File: config.mk
export PLATFORM = sky130hd
export DESIGN_NAME = lpht_ctrl
export DESIGN_NICKNAME = d
export VERILOG_FILES = /design/src/rtl/lpht_pkg.sv /design/src/rtl/lpht_ctrl.sv
export SDC_FILE = /design/constraint.sdc
export NUM_CORES = 1
export LEC_CHECK = 0
export ABC_AREA = 0
export BUFFER_PORTS_ARGS = -buffer_cell sky130_fd_sc_hd__buf_2
export CORE_MARGIN = 4
export CORE_UTILIZATION = 40
export CTS_CLUSTER_SIZE = 20
export DETAILED_ROUTE_END_ITERATION = 10
export PLACE_DENSITY_LB_ADDON = 0.3
export RECOVER_POWER = 50
export REMOVE_ABC_BUFFERS = 1
export SLEW_MARGIN = 30
export SYNTH_ARGS = -nofsm -noshare
export SYNTH_HDL_FRONTEND = slang
export SYNTH_SLANG_ARGS = --single-unit
File: constraint.sdc
create_clock -name aclk -period 4.4 [get_ports aclk]
set_input_delay 0.22 -clock aclk [delete_from_list [all_inputs] [get_ports aclk]]
set_output_delay 0.22 -clock aclk [all_outputs]
set_load 0.1 [all_outputs]
File: src/rtl/lpht_pkg.sv
`timescale 1ns / 1ps
// ----------------------------------------------------------------------------
// lpht_pkg
// Shared types, codes and the key mixing functions of the probing hash table.
// ----------------------------------------------------------------------------
package lpht_pkg;

    localparam int DEF_SLOTS      = 1024;
    localparam int DEF_VALUE_BITS = 32;
    localparam int KEY_BITS       = 64;
    localparam int CMD_BITS       = 2;
    localparam int VALUE_FIELD    = 32;
    localparam int SLOT_FIELD     = 10;
    localparam int STATUS_BITS    = 2;
    localparam logic [63:0] MIX_MUL = 64'hff51afd7ed558ccd;
    localparam int MIX_SHIFT      = 33;

    typedef enum logic [1:0] {
        CMD_LOOKUP = 2'd0,
        CMD_INSERT = 2'd1,
        CMD_ERASE  = 2'd2,
        CMD_OTHER  = 2'd3
    } cmd_t;

    typedef enum logic [1:0] {
        ST_OK       = 2'd0,
        ST_NOTFOUND = 2'd1,
        ST_FULL     = 2'd2,
        ST_ZEROKEY  = 2'd3
    } status_t;

    typedef enum logic [3:0] {
        S_CLEAR,
        S_IDLE,
        S_HASH,
        S_PROBE_RD,
        S_PROBE_CHK,
        S_SHIFT_RD,
        S_SHIFT_HASH,
        S_SHIFT_CHK,
        S_EMIT,
        S_WAIT
    } fsm_t;

    // Commands from the controller to the datapath.
    typedef struct packed {
        logic clear_wr;
        logic load;
        logic hash_key;
        logic probe_rd;
        logic probe_next;
        logic insert_wr;
        logic erase_start;
        logic shift_rd;
        logic shift_hash;
        logic shift_move;
        logic shift_next;
        logic gap_clear;
        logic set_result;
        logic [1:0] result_kind;
    } ctrl_t;

    localparam logic [1:0] R_HIT     = 2'd0;
    localparam logic [1:0] R_INSERT  = 2'd1;
    localparam logic [1:0] R_MISS    = 2'd2;
    localparam logic [1:0] R_SPECIAL = 2'd3;

    // Status from the datapath to the controller.
    typedef struct packed {
        logic clear_done;
        logic key_zero;
        logic is_insert;
        logic is_erase;
        logic full;
        logic slot_empty;
        logic slot_match;
        logic probe_last;
        logic shift_empty;
        logic shift_last;
        logic shift_move_ok;
    } stat_t;

    function automatic logic [63:0] mix_pre(input logic [63:0] k);
        mix_pre = k ^ (k >> MIX_SHIFT);
    endfunction

    function automatic logic [63:0] mix_post(input logic [63:0] h);
        mix_post = h ^ (h >> MIX_SHIFT);
    endfunction

endpackage

File: src/rtl/lpht_ctrl.sv
`timescale 1ns / 1ps
// ----------------------------------------------------------------------------
// lpht_ctrl
// Sequencer for the clearing pass, probe runs, insert and backward shift.
// ----------------------------------------------------------------------------
module lpht_ctrl (
    input  logic            aclk,
    input  logic            aresetn,
    input  logic            in_valid,
    output logic            in_ready,
    output logic            out_valid,
    input  logic            out_ready,
    input  lpht_pkg::stat_t stat,
    output lpht_pkg::ctrl_t ctrl
);
    import lpht_pkg::*;

    fsm_t state_reg, state_next;
    logic seek_reg, seek_next;
    logic [1:0] wait_reg, wait_next;

    always_ff @(posedge aclk) begin
        if (!aresetn) begin
            state_reg <= S_CLEAR;
            seek_reg  <= 1'b0;
            wait_reg  <= '0;
        end else begin
            state_reg <= state_next;
            seek_reg  <= seek_next;
            wait_reg  <= wait_next;
        end
    end

    // seek_reg marks the insert pass that looks for a free slot.
    always_comb begin
        state_next = state_reg;
        seek_next  = seek_reg;
        wait_next  = wait_reg;
        ctrl       = '0;
        in_ready   = 1'b0;
        out_valid  = 1'b0;
        unique case (state_reg)
            S_CLEAR: begin
                if (stat.clear_done) begin
                    state_next = S_IDLE;
                end else begin
                    ctrl.clear_wr = 1'b1;
                end
            end
            S_IDLE: begin
                in_ready = 1'b1;
                if (in_valid) begin
                    ctrl.load  = 1'b1;
                    seek_next  = 1'b0;
                    wait_next  = '0;
                    state_next = S_HASH;
                end
            end
            S_HASH: begin
                if (stat.key_zero) begin
                    ctrl.set_result  = 1'b1;
                    ctrl.result_kind = R_SPECIAL;
                    state_next       = S_EMIT;
                end else if (wait_reg == 2'd1) begin
                    ctrl.hash_key = 1'b1;
                    state_next    = S_PROBE_RD;
                end else begin
                    wait_next = wait_reg + 2'd1;
                end
            end
            S_PROBE_RD: begin
                ctrl.probe_rd = 1'b1;
                state_next    = S_PROBE_CHK;
            end
            S_PROBE_CHK: begin
                if (seek_reg) begin
                    if (stat.slot_empty) begin
                        ctrl.insert_wr   = 1'b1;
                        ctrl.set_result  = 1'b1;
                        ctrl.result_kind = R_INSERT;
                        state_next       = S_EMIT;
                    end else if (stat.probe_last) begin
                        ctrl.set_result  = 1'b1;
                        ctrl.result_kind = R_SPECIAL;
                        state_next       = S_EMIT;
                    end else begin
                        ctrl.probe_next = 1'b1;
                        state_next      = S_PROBE_RD;
                    end
                end else if (!stat.slot_empty && stat.slot_match) begin
                    if (stat.is_erase) begin
                        ctrl.erase_start = 1'b1;
                        state_next       = S_SHIFT_RD;
                    end else begin
                        ctrl.set_result  = 1'b1;
                        ctrl.result_kind = R_HIT;
                        state_next       = S_EMIT;
                    end
                end else if (stat.slot_empty || stat.probe_last) begin
                    if (stat.is_insert) begin
                        if (stat.full) begin
                            ctrl.set_result  = 1'b1;
                            ctrl.result_kind = R_SPECIAL;
                            state_next       = S_EMIT;
                        end else begin
                            seek_next     = 1'b1;
                            ctrl.hash_key = 1'b1;
                            state_next    = S_PROBE_RD;
                        end
                    end else begin
                        ctrl.set_result  = 1'b1;
                        ctrl.result_kind = R_MISS;
                        state_next       = S_EMIT;
                    end
                end else begin
                    ctrl.probe_next = 1'b1;
                    state_next      = S_PROBE_RD;
                end
            end
            S_SHIFT_RD: begin
                ctrl.shift_rd = 1'b1;
                wait_next     = '0;
                state_next    = S_SHIFT_HASH;
            end
            S_SHIFT_HASH: begin
                if (stat.shift_empty) begin
                    ctrl.gap_clear = 1'b1;
                    state_next     = S_EMIT;
                end else if (wait_reg == 2'd1) begin
                    ctrl.shift_hash = 1'b1;
                    state_next      = S_SHIFT_CHK;
                end else begin
                    ctrl.shift_hash = 1'b1;
                    wait_next       = wait_reg + 2'd1;
                end
            end
            S_SHIFT_CHK: begin
                ctrl.shift_move = stat.shift_move_ok;
                if (stat.shift_last) begin
                    state_next = S_WAIT;
                end else begin
                    ctrl.shift_next = 1'b1;
                    state_next      = S_SHIFT_RD;
                end
            end
            S_WAIT: begin
                ctrl.gap_clear = 1'b1;
                state_next     = S_EMIT;
            end
            S_EMIT: begin
                out_valid = 1'b1;
                if (out_ready) begin
                    state_next = S_IDLE;
                end
            end
            default: state_next = S_IDLE;
        endcase
    end
endmodule

; ---- Yosys cells after proc, flatten, opt, wreduce, memory -nomap -nowiden
; Index checks and enable logic that the tools add are counted.
[word_totals]
memories = 0
latch_bits = 0
mem_bits_ro = 0
inputBits = 15
register_bits = 7
mem_bits_rw = 0
out_inout_bits = 17
[op_classes]
multipliers = 0
reduce_logical = 9
shifts = 0
n_eq_ne = 17
bitwise_logic = 0
n_addsub = 1
mux = 68
n_lt_le_gt_ge = 0
div = 0
[op_table]
columns = cell, count
row1 = $mux W4, 16
row2 = $pmux W4 S10, 1
row3 = $mux W1, 31
row4 = $mux W3, 10
row5 = $eq A4 B3 Y1 const B, 4
row6 = $mux W2, 5
row7 = $ne A2 B2 Y1 const B, 5
row8 = $eq A4 B2 Y1 const B, 2
row9 = $eq A4 B4 Y1 const B, 2
row10 = $pmux W2 S4, 1
row11 = $ne A3 B3 Y1 const B, 2
row12 = $pmux W1 S2, 3
row13 = $pmux W3 S2, 1
row14 = $reduce_and A5 Y1, 1
row15 = $eq A4 B1 Y1 const B, 1
row16 = $logic_not A4 Y1, 1
row17 = $reduce_and A4 Y1, 1
row18 = $reduce_bool A4 Y1, 1
row19 = $add A2 B1 Y2 const B, 1
row20 = $eq A2 B1 Y1 const B, 1
row21 = $reduce_and A2 Y1, 1
row22 = $reduce_bool A2 Y1, 1
row23 = $logic_and A1 B1 Y1, 1
row24 = $logic_not A1 Y1, 1
row25 = $logic_or A1 B1 Y1, 1

; ---- Depth between registers and ports, before layout
; Gate-level depths: netlist (run 1).
[logic_depth]
ltp_word = 6
depth_mapped = 6
ltp_nobuf = 6

; ---- Worst setup path after synthesis (run 1)
; No wires, ideal clock.
[synth_path]
path_type = register to register
startpoint = reg state_reg[0]
endpoint = reg seek_reg
arrival_ps = 4004
stages_incl_launch_ff = 7
setup_time_ps = 115
path_slack_ps = 281
synth_period_minus_slack_ps = 4119
cell_sequence = dfxtp_1 -> buf_2 -> nand2b_1 -> nor3_1 -> and2_1 -> o21ai_0 -> and2_1
[synth_between]
elab_chain_len = 3
elab_cells_between_ends = 6
[synth_lines]
columns = item, line
row1 = start: declaration, lpht_ctrl.sv:18  ; fsm_t state_reg, state_next;
row2 = start signal: assignment, lpht_ctrl.sv:28  ; state_reg <= state_next;
row3 = $eq A4 B1 Y1 / $eq A4 B3 Y1 (equally long branches), lpht_ctrl.sv:42  ; unique case (state_reg)
row4 = $ne A2 B2 Y1 (no line) / $reduce_bool A2 Y1 (equally long branches), -
row5 = $reduce_and A2 Y1 (no line), -
row6 = end signal: assignment, lpht_ctrl.sv:29  ; seek_reg <= seek_next;
row7 = end: declaration, lpht_ctrl.sv:19  ; logic seek_reg, seek_next;
; Parallel ways exist; a longest one is shown, timed or not.
; A chain may end at the register's enable or synchronous reset.

==> out/metrics.yaml, run 1 <==
setup_path:
  crit_chain: "nor2b_1 > nand2_1 > or3_1 > o32ai_1 > buf_2"
  critPathArrivalTime_ns: 2.39
  r2r-start: "state_reg[2]"
  slowest_delay_ns: 0.66
  crit_start: "state_reg[2]"
  path_max_fanout: 17
  worstPathRequired_ns: 4.18
  cp_slowest_cell: "dfxtp_1"
  end_kind: "output pin"
  path_class: "reg -> out"
  start_kind: "flop"
final_layout:
  layout.area.seq_um2: 140
  drive_above_1_share_pct: 21.1
  final_common_cell: "buf_2"
  nNetsFinal: 150
  fin_util_pct: 54.7
  mostFrequentLayoutCells: "25 x buf_2, 12 x nand2_1, 10 x nor2_1, 8 x inv_1, 8 x o21ai_0"
  antennaDiodeCount: 0
  area_growth_pct: 23.3
  fin_cells: 149
  largest_reg_flops: 4
  fill_cells: 154
  stdcell_area_um2: 862
  multi_input_area_um2: 498
detailed_routing:
  drc: 0
  vias_per_cell: 5.77
  finalWirelength_mm: 2.02
  drt_iter0_markers: 20
  drt-wirelength-per-cell_um: 13.5
  drtPass1Iterations: 4
  antenna_left: 0
  num_vias: 859
clocking:
  cts_tree: "built"
  clock_sinks: 7
  numCtsBuffers: 3
  cts_max_level: 1
  postCtsSetupBuffers: 0
  cts_resized: 0
  clk_pin_slew_worst_paths_ns: 0.06
  clk_latency_ns: 0.26
  clockBufferDepth: 2
  holdBufCountCts: 0
  root_buffer: "clkbuf_4"
placed_design:
  place_ws_ns: 2.09
  dpl_cell_area_um2: 847
  dp_hpwl_mm: 1.58
  io_buffers: 31
  dp.cells: 145
  gp_congestion: 0.854
floorplanning:
  die_h_um: 49.8
  boundaryPins: 32
  start_util_pct: 44.4
  dieArea_mm2: 0.00248
  die_x_um: 49.8
  coreArea_mm2: 0.00158
  num_rows: 14
pwr:
  peakVddDrop_v: 0.000212
  pwr_density_cell_mw_per_mm2: 444
  p_total_mw: 0.383
  power_leakage_nw: 0.398
global_routing:
  grt_pass1_wl_mm: 3.53
  grt_max_degree: 18
  antenna_found_initial: 0
  grtUsageTotal_pct: 18.0
  overflow: 0
  grt_pass1_vias: 825
yosys:
  synth_area_leaders: "dfxtp_1 20%, nand2_1 6.4%, o21ai_0 5.7%, nor2_1 5.4%, and3_1 4.5%"
  yosysUniqueCellTypes: 38
  synth_top_area_share_pct: 20.0
  synth.cell_area_um2: 699
  yosys.area.top_type: "dfxtp_1"
  avgSynthCellArea_um2: 6.79
  synth-seq-cells: 7
  ys_seq_area_share_pct: 20.0
  synth_warnings: 0
  postSynthCellCount: 103
timing:
  tightest_slew_ns: 1.17
  hold_viol_final: 0
  rsz0062_at_grt: "no"
  post-route-period-util_pct: 59.4
  finalHoldWorstSlack_ns: 0.248
  report.final.setup_viol: 0
  period_needed_ns: 2.61
  worst_slack_ns: 1.79
  slew_headroom_pct: 22.6
  skew_ns: 0.00324
  setup-tns-final_ns: 0
  slew_viol_final: 0
  fmax_mhz: 383
worst_hold_path:
  worstHoldStart: "aresetn"
  hold_path_class: "in -> reg"
outcome:
  status: "complete, no violations"
run:
  maxCapViolCount: 0
==> path summary, 6_finish.rpt <==
kind / endpoint / slack [ns] / cells past startpoint
worst max register to register: wait_reg[0] / 2.37 / 5
worst min register to register: wait_reg[1] / 0.48 / 2
worst min-delay path: seek_reg / 0.25 / 2
worst max-delay path: ctrl[12] / 1.79 / 5
==> layout make-up <==
type                            count  area share (%)
Inverter                            8            3.48
Timing Repair Buffer               31            17.1
Clock buffer                        4            3.05
Sequential cell                     7            16.3
Tap cell                           16            2.32
Multi-Input combinational cell     83            57.8
==> Yosys cell counts, drive strengths merged <==
master / number
or3: 2
buf: 2
nor3: 5
nor2b: 2
a32oi: 1
o32ai: 1
nor4: 1
nand4b: 1
a21oi: 3
o32a: 2
a311oi: 1
and2: 4
nand2: 12
a211oi: 1
and3: 5
nand3: 1
o21a: 2
nand2b: 5
nor3b: 1
o31ai: 1
o2bb2ai: 1
a31oi: 1
o22ai: 1
nand3b: 1
mux2: 1
clkbuf: 3
nor2: 10
ha: 1
inv: 8
mux2i: 2
o21ai: 9
o221ai: 1
or4: 1
nor4b: 2
a21boi: 1
dfxtp: 7
==> logic make-up after synthesis <==
kind of cell             count (synthesis)  share of synthesized area (%)
buffers and inverters                   13                           8.23
AO/OA/AOI/OAI                           26                           24.9
multiplexers                             3                           5.01
adder cells (fa/ha/maj)                  1                           1.79
AND/OR/NAND/NOR                         53                           40.1
flip-flops                               7                           20.0
==> worst max-delay path: cells and delay by family (launching register included) <==
kind                   cells  cell delay, ns
DFF                        1            0.66
and+or+nand+nor            3            0.87
AOI/OAI and AO/OA          1            0.13
buffers and inverters      1            0.47
==> per-layer routing <==
layer	part of all wire (%)	up-vias	global-route usage, %	wire, um
met5	0	-	0	0
met4	0.20	0	5.53	4
met1	44	393	21.6	887
met3	4.2	4	3.92	85
li1	-	433	-	-
met2	51	29	31.7	1040
==> power by group <==
group | internal (mW) | switching (mW)
clock | 0.0349 | 0.0283
sequential | 0.0710 | 0.0226
combinational | 0.0551 | 0.171
total | 0.161 | 0.222
Note: power is estimated with default switching activity, not from simulation.
==> run 2, diff against run 1 <==
Clock period 4.4 ns to 2.7 ns, I/O delays scaled along.
==> out/metrics.yaml, run 2 (synthesis gave the netlist of run 1 again) <==
outcome:
  status: "complete, no violations"
floorplanning:
  coreArea_mm2: 0.00158
  num_rows: 14
  die_h_um: 49.8
  start_util_pct: 44.4
  die_x_um: 49.8
  boundaryPins: 32
  dieArea_mm2: 0.00248
final_layout:
  nNetsFinal: 151
  final_common_cell: "buf_2"
  antennaDiodeCount: 0
  largest_reg_flops: 4
  mostFrequentLayoutCells: "25 x buf_2, 12 x nand2_1, 10 x nor2_1, 8 x inv_1, 8 x o21ai_0"
  fin_cells: 150
  drive_above_1_share_pct: 22.4
  fin_util_pct: 55.4
  area_growth_pct: 24.9
global_routing:
  overflow: 0
  grt_max_degree: 17
  antenna_found_initial: 0
  grt_pass1_vias: 710
  grtUsageTotal_pct: 16.6
  grt_pass1_wl_mm: 3.19
timing:
  setup-tns-final_ns: 0
  report.final.setup_viol: 0
  fmax_mhz: 439
  slew_viol_final: 0
  period_needed_ns: 2.28
  hold_viol_final: 0
  finalHoldWorstSlack_ns: 0.160
  post-route-period-util_pct: 84.3
  tightest_slew_ns: 1.18
  rsz0062_at_grt: "no"
  worst_slack_ns: 0.423
  slew_headroom_pct: 21.5
  skew_ns: 0.00201
setup_path:
  crit_start: "state_reg[0]"
  path_class: "reg -> out"
  start_kind: "flop"
  path_max_fanout: 12
  worstPathRequired_ns: 2.57
  end_kind: "output pin"
  worst-r2r-setup-slack_ns: 0.86
  critPathArrivalTime_ns: 2.14
  r2r-start: "state_reg[2]"
clocking:
  clock_sinks: 7
  clk_latency_ns: 0.26
  postCtsSetupBuffers: 0
  numCtsBuffers: 3
  holdBufCountCts: 0
  clk_pin_slew_worst_paths_ns: 0.05
  cts_max_level: 1
  cts_resized: 0
  cts_tree: "built"
  clockBufferDepth: 2
  root_buffer: "clkbuf_4"
placed_design:
  dp.cells: 146
  dp_hpwl_mm: 1.63
  io_buffers: 31
  gp_congestion: 0.851
  place_ws_ns: 0.694
pwr:
  swShare_pct: 57.3
  pwr-share-seq_pct: 24.1
  peakVddDrop_v: 0.000330
  p_comb_share_pct: 60.2
  power_leakage_nw: 0.405
  intPower_mw: 0.266
  pwr_density_cell_mw_per_mm2: 712
  power_switching_mw: 0.356
  power_frac_clock_pct: 15.7
run:
  maxCapViolCount: 0
detailed_routing:
  vias_per_cell: 5.81
  wl_met2_mm: 1.00
  drt_iter0_markers: 29
  dr.max_layer_used: "met4"
  drc: 0
  num_vias: 871
  drt-wirelength-per-cell_um: 13.5
  finalWirelength_mm: 2.02
  antenna_left: 0
  wl_met3_um: 167
  wl_met1_um: 796
  drtPass1Iterations: 4
worst_hold_path:
  worstHoldStart: "aresetn"
  hold_path_class: "in -> reg"
==> run 2: layout make-up <==
class	instances	area, um^2
Tap cell	16	20.0
Inverter	8	30.0
Sequential cell	7	140
Fill cell	166	703
Clock buffer	4	26.3
Timing Repair Buffer	32	155
Multi-Input combinational cell	83	502
==> run 2: final timing paths <==
kind | end | cells after the start
worst max-delay path | ctrl[12] | 5
worst min-delay path | state_reg[2] | 2
worst max register to register | wait_reg[0] | 6
worst min register to register | wait_reg[1] | 2
==> run 2: worst max-delay path, cell delays in order, from the launching register on <==
cell and delay [ns]:
dfxtp_1 0.42, nor2_1 0.30, nand2_1 0.17, or3_1 0.39, o32ai_1 0.14, buf_2 0.47
==> run 2: metal layers <==
layer	vias to the layer above	global-route usage (%)
met5	-	0
met4	0	10.6
met3	7	3.01
met2	39	26.0
met1	391	20.7
li1	434	-
==> run 2: power groups by stage <==
stage,Sequential (mW),Clock (mW),Combinational (mW)
finish,0.150,0.0976,0.374
CTS,0.149,0.0993,0.376
global placement,0.147,0,0.372
global route,0.153,0.104,0.400
floorplan,0.143,0,0.309
detailed placement,0.151,0,0.375
==> run 2: per-stage QoR <==
stage	instance area [um^2]	total power, mW
final	873	0.622
after global routing	873	0.657
after CTS	881	0.625
after detailed placement	855	0.526
after global placement	855	0.519
after floorplan	672	0.453
